<file path="src/sv/cluster_direction_decider_unit_assert.svh">
// ----------------------------------------------------------------------------
// cluster direction decider assertion macros
// shared property forms for the block's concurrent checks
// ----------------------------------------------------------------------------
`ifndef CLUSTER_DIRECTION_DECIDER_UNIT_ASSERT_SVH
`define CLUSTER_DIRECTION_DECIDER_UNIT_ASSERT_SVH

// same-cycle implication
`define CDD_ASSERT_IMP(lbl, ante, cons, msg) \
  lbl: assert property (@(posedge clk_i) disable iff (!rst_ni) (ante) |-> (cons)) \
    else $error(msg);

// next-cycle implication
`define CDD_ASSERT_NXT(lbl, ante, cons, msg) \
  lbl: assert property (@(posedge clk_i) disable iff (!rst_ni) (ante) |=> (cons)) \
    else $error(msg);

`endif

</file>
<file path="src/sv/cdd_pkg.sv">
// ----------------------------------------------------------------------------
// cdd_pkg
// shared types, phase codes and constants of the cluster direction decider
// ----------------------------------------------------------------------------
package cdd_pkg;

  localparam int unsigned DataW   = 16;
  localparam int unsigned CfgIdxW = 3;
  localparam int unsigned PhaseW  = 3;
  localparam int unsigned StepW   = 5;

  localparam logic [CfgIdxW-1:0] REG_START_W    = 3'd0;
  localparam logic [CfgIdxW-1:0] REG_START_T    = 3'd1;
  localparam logic [CfgIdxW-1:0] REG_END_W      = 3'd2;
  localparam logic [CfgIdxW-1:0] REG_END_T      = 3'd3;
  localparam logic [CfgIdxW-1:0] REG_WIRE_INV   = 3'd4;
  localparam logic [CfgIdxW-1:0] REG_TIME_INV   = 3'd5;
  localparam logic [CfgIdxW-1:0] REG_MIN_CHARGE = 3'd6;

  localparam logic [DataW-1:0] INV_PITCH_RST  = 16'd4096;
  localparam logic [DataW-1:0] MIN_CHARGE_RST = 16'd25;

  localparam logic [PhaseW-1:0] PH_IDLE  = 3'd0;
  localparam logic [PhaseW-1:0] PH_SCALE = 3'd1;
  localparam logic [PhaseW-1:0] PH_NORM  = 3'd2;
  localparam logic [PhaseW-1:0] PH_PROD  = 3'd3;
  localparam logic [PhaseW-1:0] PH_SQRT  = 3'd4;
  localparam logic [PhaseW-1:0] PH_DIV   = 3'd5;
  localparam logic [PhaseW-1:0] PH_ACC   = 3'd6;
  localparam logic [PhaseW-1:0] PH_DONE  = 3'd7;

  localparam logic [StepW-1:0] SCALE_LAST = 5'd6;
  localparam logic [StepW-1:0] PROD_LAST  = 5'd7;
  localparam logic [StepW-1:0] SQRT_LAST  = 5'd30;
  localparam logic [StepW-1:0] DIV_LAST   = 5'd17;
  localparam logic [StepW-1:0] ACC_LAST   = 5'd2;
  localparam logic [StepW-1:0] STEP_MAX   = 5'd31;

  typedef struct packed {
    logic [PhaseW-1:0] phase;
    logic [StepW-1:0]  step;
    logic              dir;
    logic              accept;
    logic              emit;
  } cmd_t;

  typedef struct packed {
    logic used;
    logic last;
    logic norm_done;
    logic zero_vec;
    logic out_busy;
  } status_t;

endpackage

</file>
<file path="src/sv/cdd_ctrl.sv">
// ----------------------------------------------------------------------------
// cdd_ctrl
// sequencer that walks one used hit through scale, normalize, products, square
// root, division and accumulation; after a last hit it feeds the output stage
// ----------------------------------------------------------------------------
module cdd_ctrl (
  input  logic              clk_i,
  input  logic              rst_ni,
  input  logic              hit_valid_i,
  output logic              hit_ready_o,
  input  cdd_pkg::status_t  status_i,
  output cdd_pkg::cmd_t     cmd_o
);
  import cdd_pkg::*;

  logic [PhaseW-1:0] state_q, state_d;
  logic [StepW-1:0]  step_q, step_d;
  logic              dir_q, dir_d;
  logic              accept;
  logic              emit;

  assign hit_ready_o = (state_q == PH_IDLE);
  assign accept      = hit_valid_i && hit_ready_o;

  always_comb begin
    state_d = state_q;
    step_d  = (step_q == STEP_MAX) ? step_q : step_q + 5'd1;
    dir_d   = dir_q;
    emit    = 1'b0;
    case (state_q)
      PH_IDLE: begin
        step_d = '0;
        if (accept) begin
          dir_d   = 1'b0;
          state_d = status_i.used ? PH_SCALE : PH_DONE;
        end
      end
      PH_SCALE: begin
        if (step_q == SCALE_LAST) begin
          state_d = PH_NORM;
          step_d  = '0;
        end
      end
      PH_NORM: begin
        if (step_q != '0 && status_i.norm_done) begin
          state_d = status_i.zero_vec ? PH_DONE : PH_PROD;
          step_d  = '0;
        end
      end
      PH_PROD: begin
        if (step_q == PROD_LAST) begin
          state_d = PH_SQRT;
          step_d  = '0;
        end
      end
      PH_SQRT: begin
        if (step_q == SQRT_LAST) begin
          state_d = PH_DIV;
          step_d  = '0;
        end
      end
      PH_DIV: begin
        if (step_q == DIV_LAST) begin
          state_d = PH_ACC;
          step_d  = '0;
        end
      end
      PH_ACC: begin
        if (step_q == ACC_LAST) begin
          step_d = '0;
          if (dir_q) begin
            state_d = PH_DONE;
          end else begin
            dir_d   = 1'b1;
            state_d = PH_PROD;
          end
        end
      end
      PH_DONE: begin
        step_d = '0;
        if (!status_i.last) begin
          state_d = PH_IDLE;
        end else if (!status_i.out_busy) begin
          emit    = 1'b1;
          state_d = PH_IDLE;
        end
      end
      default: begin
        state_d = PH_IDLE;
        step_d  = '0;
      end
    endcase
  end

  always_ff @(posedge clk_i or negedge rst_ni) begin
    if (!rst_ni) begin
      state_q <= PH_IDLE;
      step_q  <= '0;
      dir_q   <= 1'b0;
    end else begin
      state_q <= state_d;
      step_q  <= step_d;
      dir_q   <= dir_d;
    end
  end

  assign cmd_o.phase  = state_q;
  assign cmd_o.step   = step_q;
  assign cmd_o.dir    = dir_q;
  assign cmd_o.accept = accept;
  assign cmd_o.emit   = emit;

endmodule

</file>
<file path="config.mk">
export PLATFORM = sky130hd
export DESIGN_NAME = cdd_ctrl
export DESIGN_NICKNAME = d
export VERILOG_FILES = /design/src/sv/cluster_direction_decider_unit_assert.svh /design/src/sv/cdd_pkg.sv /design/src/sv/cdd_ctrl.sv
export SDC_FILE = /design/constraint.sdc
export NUM_CORES = 1
export LEC_CHECK = 0
export BUFFER_PORTS_ARGS = -buffer_cell sky130_fd_sc_hd__buf_2
export CORE_MARGIN = 5
export CORE_UTILIZATION = 55
export DETAILED_ROUTE_END_ITERATION = 10
export GPL_TIMING_DRIVEN = 0
export PLACE_DENSITY = 0.82
export SYNTH_ARGS = -nofsm -noshare
export SYNTH_HDL_FRONTEND = slang
export SYNTH_SLANG_ARGS = --single-unit
export TNS_END_PERCENT = 10
</file>
<file path="constraint.sdc">
create_clock -name clk_i -period 4.8 [get_ports clk_i]
set_input_delay 0.72 -clock clk_i [delete_from_list [all_inputs] [get_ports clk_i]]
set_output_delay 0.72 -clock clk_i [all_outputs]
set_load 0.03 [all_outputs]
</file>
## Yosys cells after proc, flatten, opt, wreduce, memory -nomap -nowiden

Index checks and enable logic that the tools add are counted.

| word-level totals | value |
|---|---|
| register bits | 9 |
| logic and storage cells | 60 |
| input bits | 8 |

| cells by class | value |
|---|---|
| $add $sub $neg | 1 |
| eq/ne operators | 21 |
| multiplexer cells | 27 |
| reduce and logical (&&, ||, !) cells | 8 |

Operator list:

| kind | count |
|---|---|
| 3-bit two-way mux | 12 |
| 5-bit two-way mux | 7 |
| 5-bit case mux with 7 select lines | 1 |
| 3-bit case mux with 8 select lines | 1 |
| 5-bit == test, second input constant | 3 |
| 3-bit == test, second input constant | 4 |
| 2-bit != test, second input constant | 6 |
| 5-bit by 3-bit == test with 1-bit output, second input constant | 2 |
| 8-bit AND reduction | 1 |
| 3-bit by 2-bit == test with 1-bit output, second input constant | 2 |
| 5-bit by 1-bit adder with 5-bit output, second input constant | 1 |
| 5-bit by 2-bit == test with 1-bit output, second input constant | 1 |
| 1-bit two-way mux | 5 |
| 5-bit nonzero test | 1 |
| 3-bit by 1-bit == test with 1-bit output, second input constant | 1 |
| 3-bit logical NOT | 1 |
| 3-bit != test, second input constant | 1 |
| 3-bit AND reduction | 1 |
| 1-bit logical AND | 2 |
| 2-bit by 1-bit != test with 1-bit output, second input constant | 1 |
| 1-bit case mux with 2 select lines | 1 |
| 2-bit nonzero test | 1 |
| 2-bit OR reduction | 1 |

## Logic depth before layout (Yosys ltp)

Gate-level depths: netlist of run 1.

| depth | value |
|---|---|
| depth after elaboration | 4 |
| mapped depth | 6 |
| gate-level depth less buffers | 6 |

## Worst setup path before layout of run 1

Ideal clock, no wire load.

| path | value |
|---|---|
| kind | reg2out |
| from | reg state_q[1] |
| to | out cmd_o[1] (netlist name) |
| path slack | 2.348 ns |
| cell stages (with the launch flop) | 6 |
| path buffers | 1 |
| required time | 4.080 ns |
| arrival | 1.732 ns |
| cell sequence | dfrtp_1 -> inv_1 -> ha_1 -> nor2b_1 -> and2_1 -> buf_4 |

| on the way | value |
|---|---|
| cells in the longest elaborated chain, start to end | 2 |

RTL lines:

| element | RTL line | source |
|---|---|---|
| from (decl) | cdd_ctrl.sv:16 | `logic [PhaseW-1:0] state_q, state_d;` |
| from (signal assigned) | cdd_ctrl.sv:101 | `state_q <= state_d;` |
| 3-bit logical NOT | cdd_ctrl.sv:22 | `assign hit_ready_o = (state_q == PH_IDLE);` |
| named net hit_ready_o | cdd_ctrl.sv:10 | `output logic hit_ready_o,` |
| 1-bit logical AND | cdd_ctrl.sv:23 | `assign accept = hit_valid_i && hit_ready_o;` |
| to (decl) | cdd_ctrl.sv:12 | `output cdd_pkg::cmd_t cmd_o` |

The timed path passes the listed nets, and every way through them passes these cells.

## Worst setup path after layout of run 1

| path | value |
|---|---|
| from | reg state_q[1] |
| to | out cmd_o[1] (netlist name) |

| on the way | value |
|---|---|
| cells in the longest elaborated chain, start to end | 2 |

RTL lines:

| element | RTL line |
|---|---|
| 3-bit logical NOT | cdd_ctrl.sv:22 |
| 1-bit logical AND | cdd_ctrl.sv:23 |

Every way passes these cells.

==> results.md, run 1 <==
- Run status: complete, no violations
- Hold-fix buffers, CTS: 0
- Setup slack on the worst flop-to-flop path: 2.66 ns
- DR pass1 iterations: 4
- Number of endpoints failing setup at the final stage: 0
- Critical Path Start Type: flip-flop
- Area overhead of the layout relative to synthesis: 17.5%
- Slew of the pin with the lowest slew margin: 0.870 ns
- Headroom to the max-slew limit: 0.405
- Fin nets: 128
- Cell area power density: 714 mW/mm2
- Initial drt markers: 9
- Data required time of the worst path: 4.08 ns
- Net count of the mapped netlist: 104
- Combinational power share: 0.703
- Via count: 721
- Ratio of cells with drive above 1 in the final layout: 0.333
- Yosys reg bits: 9
- Final worst path period need: 2.40 ns
- Number of instances in the synthesized netlist: 88
- Number of post-CTS setup repair buffers: 0
- Library cell used as clock root buffer: sky130_fd_sc_hd__clkbuf_4
- Total count of hold-check failures in the final report: 0
- FF-to-FF End: step_q[3]
- Buf+Inv Stages, Crit Path: 3
- Slowest library cell on the worst path: sky130_fd_sc_hd__dfrtp_1
- Worst Skew: 0.00656 ns
- Sum of negative setup slack: 0 ns
- Maximum fanout along the worst path: 6
- Clock tree from TritonCTS: yes
- Leak: 0.463 nW
- Yosys warning count: 0
- RD Place Congestion: 0.825
- Non-filler instance count after layout: 126
- Pins Over Slew Limit: 0
- Crit path kind: flip-flop to primary output
- CP Data Arrival Time: 1.68 ns
- Average cell area after synthesis: 9.17 um2
- Total routing resource utilization after global routing: 0.145
- Worst Hold Class: input port to asynchronous set/reset pin
- Switching power: 349 uW
- Switching share of power: 0.516
- # rows: 13
- # clock sinks: 9
- Height of the die: 48.3 um
- Leading area contributor after synthesis: sky130_fd_sc_hd__dfrtp_1
- Largest net degree at the start of global routing: 11
- Leading post-synthesis cells by cell area: sky130_fd_sc_hd__dfrtp_1 28%, sky130_fd_sc_hd__ha_1 12%, sky130_fd_sc_hd__mux2i_1 3.7%
- Clock edge transition at the registers on the reported setup and hold paths: 0.07 ns
- Clock insertion delay at the later pin of the skew report: 0.26 ns
- Horizontal die dimension: 48.3 um
- Antenna violations before repair: 0
- Share of total power in sequential cells: 0.212
- Worst path cell trace: inv_1 > ha_1 > nor2b_1 > and2_1 > buf_4 > buf_2
- Fmax achieved: 416 MHz
- Inserted Clock Buffers: 3
- RSZ-0062 raised after global routing: no
- Maximum buffer depth of the clock tree: 2
- Pint: 328 uW
- Summed instance area of the synthesized netlist: 807 um2
- Input/output buffers: 19
- N_diodes: 0
- Kind of cell adding the most delay to the critical path: flip-flops
- Die outline area: 0.00233 mm2
- Average via count per standard cell: 5.72
- Number of different library cells in the post-synthesis netlist: 37
- Number of gates on the worst path with buffers counted: 6
- Max_cap viols: 0
- Clock network power share: 0.085
- Remaining DRCs: 0
- Worst voltage drop across the vdd grid: 0.000456 V
- Count of H-tree levels built during CTS: 1
- Routed wirelength normalized by instance count: 13.2 um
- DPL Wire Length: 1400 um
- Post-route antenna net violation count: 0
- Initial core utilization: 0.598
- Post-route clock period utilization: 0.500
- Final wirelength: 1660 um
- R2R cell count: 6
- I/O pin cnt: 20
- Start of the worst register-to-register path: state_q[0]
- CP peak stage delay: 0.41 ns
- Count of cells resized by post-cts repair: 0
- Global-route wire length before repair: 2830 um
- Area share of the leading cell type in the synthesized netlist: 0.279
- Share of synthesized area occupied by flip-flops and latches: 0.279
- Vias in the first global route: 659
- Endpoint class of the critical path: primary output
- Area of the placeable core: 0.00135 mm2
- GR Overflow Total: 0
- Cell count after placement: 122
-- power groups by stage --
stage / sequential (mW) / clock (mW) / combinational, mW
after floorplan: 0.191 / 0 / 0.325
after global placement: 0.142 / 0 / 0.469
after detailed placement: 0.144 / 0 / 0.476
after CTS: 0.143 / 0.0594 / 0.477
after global routing: 0.149 / 0.0637 / 0.525
final: 0.144 / 0.0575 / 0.476
-- state kept, by name (all words and copies together) (netlist names) --
signal and cells:
state_q 3, dir_q 1, step_q 5
-- layout by cell type, fill, tap and decap left out, drive strengths merged, types with 3 or more instances in the layout --
| cell type | instances |
|---|---|
| buf | 26 |
| dfrtp | 9 |
| inv | 8 |
| nor2 | 8 |
| ha | 8 |
| nand2 | 6 |
| a21oi | 4 |
| nand4 | 3 |
| nand3 | 3 |
| mux2i | 3 |
| clkbuf | 3 |
-- final cells by class --
class / instances / area [um2]
Multi-Input combinational cell: 64 / 503
Fill cell: 116 / 402
Sequential cell: 9 / 225
Timing Repair Buffer: 19 / 95.1
Buffer: 7 / 48.8
Inverter: 8 / 30.0
Clock buffer: 3 / 22.5
Tap cell: 15 / 18.8
Clock inverter: 1 / 5.00
-- synth_stat cells --
library cell                number
sky130_fd_sc_hd__inv_1           8
sky130_fd_sc_hd__or3b_2          1
sky130_fd_sc_hd__nor3_1          1
sky130_fd_sc_hd__mux2i_1         3
sky130_fd_sc_hd__a31oi_1         1
sky130_fd_sc_hd__xnor2_1         1
sky130_fd_sc_hd__buf_4           3
sky130_fd_sc_hd__and2_1          1
sky130_fd_sc_hd__nand4_1         3
sky130_fd_sc_hd__dfrtp_1         9
sky130_fd_sc_hd__o41ai_2         1
sky130_fd_sc_hd__mux2_1          1
sky130_fd_sc_hd__nand2_1         6
sky130_fd_sc_hd__o211ai_1        2
sky130_fd_sc_hd__and4bb_2        1
sky130_fd_sc_hd__nor4bb_1        1
sky130_fd_sc_hd__ha_1            8
sky130_fd_sc_hd__buf_2           3
sky130_fd_sc_hd__or3_4           1
sky130_fd_sc_hd__o32ai_1         1
sky130_fd_sc_hd__o22ai_1         1
sky130_fd_sc_hd__and4_2          1
sky130_fd_sc_hd__nor2_1          8
sky130_fd_sc_hd__o41ai_1         1
sky130_fd_sc_hd__a2111oi_1       1
sky130_fd_sc_hd__o221a_4         1
sky130_fd_sc_hd__a2111oi_0       1
sky130_fd_sc_hd__a311oi_1        1
sky130_fd_sc_hd__buf_6           1
sky130_fd_sc_hd__a21oi_1         4
sky130_fd_sc_hd__nor2b_1         1
sky130_fd_sc_hd__nand3_1         3
sky130_fd_sc_hd__a211oi_1        2
sky130_fd_sc_hd__nand2b_1        2
sky130_fd_sc_hd__nor4_4          1
sky130_fd_sc_hd__o21ai_0         2
sky130_fd_sc_hd__nor4b_1         1
-- through the flow --
stage / instance area [um2] / setup WS, ns / utilization / hold slack, ns / power, mW
finish: 948 / 2.40 / 0.703 / 0.294 / 0.677
global route: 948 / 2.28 / 0.703 / 0.301 / 0.738
CTS: 948 / 2.38 / 0.703 / 0.295 / 0.679
detailed placement: 921 / 2.65 / 0.682 / 0.577 / 0.620
global placement: 921 / 2.67 / 0.682 / 0.566 / 0.612
floorplan: 807 / 2.35 / - / 0.424 / 0.516
-- kinds of logic after synthesis --
| family | count (synthesis) | synth area share |
|---|---|---|
| compound gates | 19 | 0.191 |
| xor+xnor | 1 | 0.0109 |
| fa+ha+maj | 8 | 0.124 |
| buf+inv | 15 | 0.0977 |
| flops | 9 | 0.279 |
| mux | 4 | 0.0512 |
| simple gates | 32 | 0.247 |
-- worst max path at each step --
| stage | startpoint | endpoint | slack, ns |
|---|---|---|---|
| after global routing | state_q[1] | cmd_o[1] | 2.28 |
| after CTS | state_q[1] | cmd_o[1] | 2.38 |
| after global placement | state_q[0] | step_q[3] | 2.67 |
| after floorplan | state_q[1] | cmd_o[1] | 2.35 |
| final | state_q[1] | cmd_o[1] | 2.40 |
| after detailed placement | state_q[1] | cmd_o[1] | 2.65 |
-- routing by layer --
metal / up-vias / routed length (um) / GRT usage
met1: 333 / 774 / 0.198
li1: 367 / - / -
met2: 17 / 778 / 0.209
met3: 4 / 78 / 0.0336
met4: 0 / 31 / 0.0783
met5: - / 0 / 0
Note: power is estimated with default switching activity, not from simulation.
==> inputs of run 2 (changes only) <==
--- a/config.mk
+++ b/config.mk
@@ -7,10 +7,10 @@
 export LEC_CHECK = 0
 export BUFFER_PORTS_ARGS = -buffer_cell sky130_fd_sc_hd__buf_2
 export CORE_MARGIN = 5
-export CORE_UTILIZATION = 55
+export CORE_UTILIZATION = 46
 export DETAILED_ROUTE_END_ITERATION = 10
 export GPL_TIMING_DRIVEN = 0
-export PLACE_DENSITY = 0.82
+export PLACE_DENSITY = 0.73
 export SYNTH_ARGS = -nofsm -noshare
 export SYNTH_HDL_FRONTEND = slang
 export SYNTH_SLANG_ARGS = --single-unit
==> constraint.sdc (replaced) <==
create_clock -name clk_i -period 2.2 [get_ports clk_i]
set_input_delay 0.33 -clock clk_i [delete_from_list [all_inputs] [get_ports clk_i]]
set_output_delay 0.33 -clock clk_i [all_outputs]
set_load 0.03 [all_outputs]
==> results.md, run 2 (same netlist as run 1, synthesis figures left out) <==
- Max FFs per register: 5
- Clock insertion delay at the later pin of the skew report: 0.25 ns
- Count of H-tree levels built during CTS: 1
- Clock edge transition at the registers on the reported setup and hold paths: 0.06 ns
- Vias in the first global route: 772
- Number of endpoints failing setup at the final stage: 0
- CP Data Arrival Time: 1.69 ns
- Initial core utilization: 0.478
- Area of the placeable core: 0.00169 mm2
- Register name with the most flops: step_q
- Area overhead of the layout relative to synthesis: 19.7%
- Critical Path Start Type: flip-flop
- Post-route worst setup slack: 0.181 ns
- Registers with the most flip-flops: step_q (5), state_q (3), dir_q (1)
- Remaining DRCs: 0
- Clock network power share: 0.079
- Height of the die: 51.9 um
- Maximum fanout along the worst path: 6
- Worst Hold Class: input port to asynchronous set/reset pin
- Inserted Clock Buffers: 3
- Buf+Inv Stages, Crit Path: 3
- Fillcell total: 159
- GR Overflow Total: 0
- Minimum setup slack after placement: -0.114 ns
- Fmax achieved: 495 MHz
- Initial drt markers: 9
- Pins Over Slew Limit: 0
- Largest net degree at the start of global routing: 11
- Max_cap viols: 0
- Number of post-CTS setup repair buffers: 0
- Final wirelength: 1780 um
- Slew of the pin with the lowest slew margin: 0.527 ns
- DPL Wire Length: 1440 um
- Final worst path period need: 2.02 ns
- Crit path kind: flip-flop to primary output
- Worst path cell trace: inv_1 > ha_1 > nor2b_1 > and2_1 > buf_4 > buf_2
- Worst voltage drop across the vdd grid: 0.000787 V
- Switching power: 774 uW
- DR pass1 iterations: 4
- Run status: complete, no violations
- Worst Skew: 0.00455 ns
- RSZ-0062 raised after global routing: no
- Average via count per standard cell: 5.77
- Clock tree from TritonCTS: yes
- Share of total power in sequential cells: 0.209
- CP peak stage delay: 0.40 ns
- RD Place Congestion: 0.845
- Post-route antenna net violation count: 0
- # clock sinks: 9
- Cell area power density: 1560 mW/mm2
- Minimum hold slack: 0.451 ns
- # rows: 15
- Library cell used as clock root buffer: sky130_fd_sc_hd__clkbuf_4
- Commonest non-fill, non-tap cells in the layout: 22 x sky130_fd_sc_hd__buf_2, 9 x sky130_fd_sc_hd__dfrtp_1, 8 x sky130_fd_sc_hd__inv_1, 8 x sky130_fd_sc_hd__nor2_1, 8 x sky130_fd_sc_hd__ha_1
- Final core utilization: 0.572
- Total count of hold-check failures in the final report: 0
- Antenna violations before repair: 0
- Ratio of cells with drive above 1 in the final layout: 0.330
- N_diodes: 0
- Post-route clock period utilization: 0.918
- Maximum buffer depth of the clock tree: 2
- Global-route wire length before repair: 3170 um
- Switching share of power: 0.514
- I/O pin cnt: 20
- Die outline area: 0.00269 mm2
- Total routing resource utilization after global routing: 0.152
- Slowest library cell on the worst path: sky130_fd_sc_hd__dfrtp_1
- Pint: 731 uW
- Headroom to the max-slew limit: 0.648
- Via count: 744
- Kind of cell adding the most delay to the critical path: flip-flops
- Routed wirelength normalized by instance count: 13.8 um
- Leading cell type in the layout, fill and taps excluded: sky130_fd_sc_hd__buf_2
- Horizontal die dimension: 51.9 um
- Input/output buffers: 19
- Data required time of the worst path: 1.87 ns
- Fin nets: 129
- Leak: 0.466 nW
- Combinational power share: 0.712
- Endpoint class of the critical path: primary output
-- run 2: timing repair --
action / in CTS / in global routing
resized for setup: 1 / 1
endpoints found under the setup margin: 4 / 4
hold endpoints to repair: 9 / 0
hold buffers: 1 / 0
-- run 2: final cells by class --
class | count | area, um2 | area share
Sequential cell | 9 | 225 | 0.233
Buffer | 7 | 48.8 | 0.0505
Tap cell | 17 | 21.3 | 0.0220
Multi-Input combinational cell | 64 | 509 | 0.527
Timing Repair Buffer | 20 | 105 | 0.109
Clock buffer | 4 | 26.3 | 0.0272
Inverter | 8 | 30.0 | 0.0311
-- run 2: worst paths after layout --
kind / start / endpoint / slack (ns) / cells after the start
min: rst_ni / step_q[3] / 0.45 / 2
min in group clk_i: hit_valid_i / dir_q / 0.46 / 3
max reg2reg: state_q[1] / state_q[0] / 0.21 / 6
min reg2reg: dir_q / dir_q / 0.57 / 2
max in group asynchronous: rst_ni / state_q[0] / 1.58 / 2
max: state_q[1] / cmd_o[1] / 0.18 / 6
-- run 2: metrics by stage --
| stage | setup TNS (ns) | cells | power, mW | cell area (um2) |
|---|---|---|---|---|
| 2_1_floorplan | 0 | 88 | 1.13 | 807 |
| 3_3_place_gp | 0 | 124 | 1.34 | 923 |
| 3_5_place_dp | -0.398 | 124 | 1.37 | 923 |
| 4_1_cts | 0 | 129 | 1.51 | 961 |
| 5_1_grt | 0 | 129 | 1.65 | 966 |
| 6_report | 0 | 129 | 1.51 | 966 |
-- run 2: worst reg2reg max path: cells and delay by family (launching register included) --
family	cells	cell delay [ns]
flops	1	0.40
fa+ha+maj	1	0.27
compound gates	1	0.22
simple gates	2	0.54
buf+inv	1	0.11
mux	1	0.34
-- run 2: layer usage --
metal,global-route usage,up-vias,routed length [um]
li1,-,374,-
met1,0.182,356,793
met2,0.272,12,908
met3,0.0287,2,65
met4,0.0437,0,12
met5,0,-,0
-- run 2: power by group through the flow --
stage	Sequential, mW	Combinational [mW]	Clock [mW]
3_3_place_gp	0.311	1.03	0
5_1_grt	0.327	1.18	0.142
4_1_cts	0.313	1.07	0.126
2_1_floorplan	0.416	0.710	0
3_5_place_dp	0.315	1.06	0
6_report	0.315	1.07	0.118
==> inputs of run 3 (changes only) <==
--- a/config.mk
+++ b/config.mk
@@ -7,10 +7,11 @@
 export LEC_CHECK = 0
 export BUFFER_PORTS_ARGS = -buffer_cell sky130_fd_sc_hd__buf_2
 export CORE_MARGIN = 5
-export CORE_UTILIZATION = 46
+export CORE_UTILIZATION = 49
+export CTS_BUF_LIST = sky130_fd_sc_hd__clkbuf_8
 export DETAILED_ROUTE_END_ITERATION = 10
 export GPL_TIMING_DRIVEN = 0
-export PLACE_DENSITY = 0.73
+export PLACE_DENSITY = 0.77
 export SYNTH_ARGS = -nofsm -noshare
 export SYNTH_HDL_FRONTEND = slang
 export SYNTH_SLANG_ARGS = --single-unit
==> results.md, run 3 (same netlist as run 1, synthesis figures left out) <==
- Run status: complete, no violations
- N_diodes: 0
- Fillcell total: 144
- Critical Path Start Type: flip-flop
- Commonest non-fill, non-tap cells in the layout: 22 x sky130_fd_sc_hd__buf_2, 9 x sky130_fd_sc_hd__dfrtp_1, 8 x sky130_fd_sc_hd__inv_1, 8 x sky130_fd_sc_hd__nor2_1, 8 x sky130_fd_sc_hd__ha_1
- Die outline area: 0.00256 mm2
- Area overhead of the layout relative to synthesis: 21.4%
- Cell area power density: 1600 mW/mm2
- Maximum fanout along the worst path: 6
- Input/output buffers: 19
- Post-route clock period utilization: 0.949
- Vias in the first global route: 687
- Post-route antenna net violation count: 0
- Height of the die: 50.6 um
- Final worst path period need: 2.09 ns
- Cell area after placement: 922 um2
- DR pass1 iterations: 5
- Max_cap viols: 0
- Fin nets: 129
- Clock edge transition at the registers on the reported setup and hold paths: 0.05 ns
- CP Data Arrival Time: 2.20 ns
- Kind of cell adding the most delay to the critical path: simple AND/OR/NAND/NOR gates
- Antenna violations before repair: 0
- Pins Over Slew Limit: 0
- Maximum buffer depth of the clock tree: 2
- Largest net degree at the start of global routing: 11
- Horizontal die dimension: 50.6 um
- RD Place Congestion: 0.891
- Leak: 0.475 nW
- Final core utilization: 0.636
- Initial core utilization: 0.524
- Leading cell type in the layout, fill and taps excluded: sky130_fd_sc_hd__buf_2
- Worst path cell trace: inv_1 > ha_1 > nor4b_1 > o221a_4 > nor4_4 > mux2_1
- Endpoint class of the critical path: flip-flop
- Slowest library cell on the worst path: sky130_fd_sc_hd__dfrtp_1
- Area of the placeable core: 0.00154 mm2
- Inserted Clock Buffers: 3
- Total routing resource utilization after global routing: 0.140
- Buf+Inv Stages, Crit Path: 1
- CP peak stage delay: 0.45 ns
- Register name with the most flops: step_q
- # clock sinks: 9
- Ratio of cells with drive above 1 in the final layout: 0.330
- Worst Hold Class: input port to asynchronous set/reset pin
- Worst Skew: 0.00215 ns
- Average via count per standard cell: 5.91
- Worst voltage drop across the vdd grid: 0.00102 V
- Post-route worst setup slack: 0.111 ns
- Registers with the most flip-flops: step_q (5), state_q (3), dir_q (1)
- Headroom to the max-slew limit: 0.487
- Global-route wire length before repair: 2820 um
- Total count of hold-check failures in the final report: 0
- Library cell used as clock root buffer: sky130_fd_sc_hd__clkbuf_8
- Sum of negative setup slack: 0 ns
- Data required time of the worst path: 2.31 ns
- DPL Wire Length: 1400 um
- Clock tree from TritonCTS: yes
- Layout Cell Area excl Fill: 980 um2
- I/O pin cnt: 20
- Final wirelength: 1740 um
- Remaining DRCs: 0
- Via count: 757
- GR Overflow Total: 0
- Initial drt markers: 9
- Crit path kind: flip-flop to flip-flop
- Fmax achieved: 479 MHz
- Slew of the pin with the lowest slew margin: 0.768 ns
- Non-filler instance count after layout: 128
- Clock insertion delay at the later pin of the skew report: 0.23 ns
- Count of H-tree levels built during CTS: 1
- Max FFs per register: 5
- Routed wirelength normalized by instance count: 13.6 um
- # rows: 14
- Minimum setup slack after placement: 0.00309 ns
- Cell count after placement: 123
- RSZ-0062 raised after global routing: no
- Number of endpoints failing setup at the final stage: 0
-- run 3: changes by cell type in the layout (fill, tap and decap cells not counted), sizes merged --
cell and change:
clkbuf -1, clkinv +1
-- run 3: timing repair --
action / in CTS / in global routing
endpoints found under the hold margin: 9 / 0
buffers inserted: 0 / 0
gates resized for setup: 1 / 0
endpoints found under the setup margin: 2 / 0
hold buffers: 1 / 0
-- run 3: path summary, 6_finish.rpt --
path / slack [ns] / endpoint / cells after the start / start
setup / recovery: 0.11 / state_q[0] / 6 / step_q[0]
hold / removal: 0.46 / step_q[1] / 2 / rst_ni
setup reg to reg: 0.11 / state_q[0] / 6 / step_q[0]
hold reg to reg: 0.57 / dir_q / 2 / dir_q
max in group asynchronous: 1.56 / state_q[2] / 2 / rst_ni
min in group clk_i: 0.48 / state_q[2] / 4 / status_i[4]
-- run 3: area by class of cell --
type	count	area, um2	share of cell area
inverters	8	30.0	0.0307
plain buffers	7	48.8	0.0498
multi-input cells	64	504	0.515
well taps	16	20.0	0.0204
flip-flops and latches	9	225	0.230
clock buffers	3	41.3	0.0421
repair buffers	20	105	0.107
clock inverters	1	5.00	0.00511
-- run 3: worst register-to-register path: stages, from the launching register on --
cell	delay [ns]
sky130_fd_sc_hd__dfrtp_1	0.45
sky130_fd_sc_hd__inv_1	0.11
sky130_fd_sc_hd__ha_1	0.22
sky130_fd_sc_hd__nor4b_1	0.16
sky130_fd_sc_hd__o221a_4	0.30
sky130_fd_sc_hd__nor4_4	0.35
sky130_fd_sc_hd__mux2_1	0.37
-- run 3: metal layers --
layer | vias up | global-route usage | routed length, um
met1 | 345 | 0.182 | 769
met3 | 7 | 0.0207 | 132
li1 | 376 | - | -
met5 | - | 0 | 0
met2 | 29 | 0.213 | 793
met4 | 0 | 0.0894 | 44
-- run 3: power breakdown --
group,total (mW),leakage (nW),internal (mW),switching (mW)
clock network,0.191,0.0255,0.124,0.0676
registers,0.315,0.114,0.238,0.0773
logic,1.07,0.336,0.418,0.648
-- run 3: through the flow --
stage / hold slack, ns / total power [mW]
after detailed placement: 0.189 / 1.37
after global placement: 0.187 / 1.34
after CTS: 0.471 / 1.58
after floorplan: 0.0344 / 1.13
after global routing: 0.492 / 1.69
final: 0.463 / 1.57
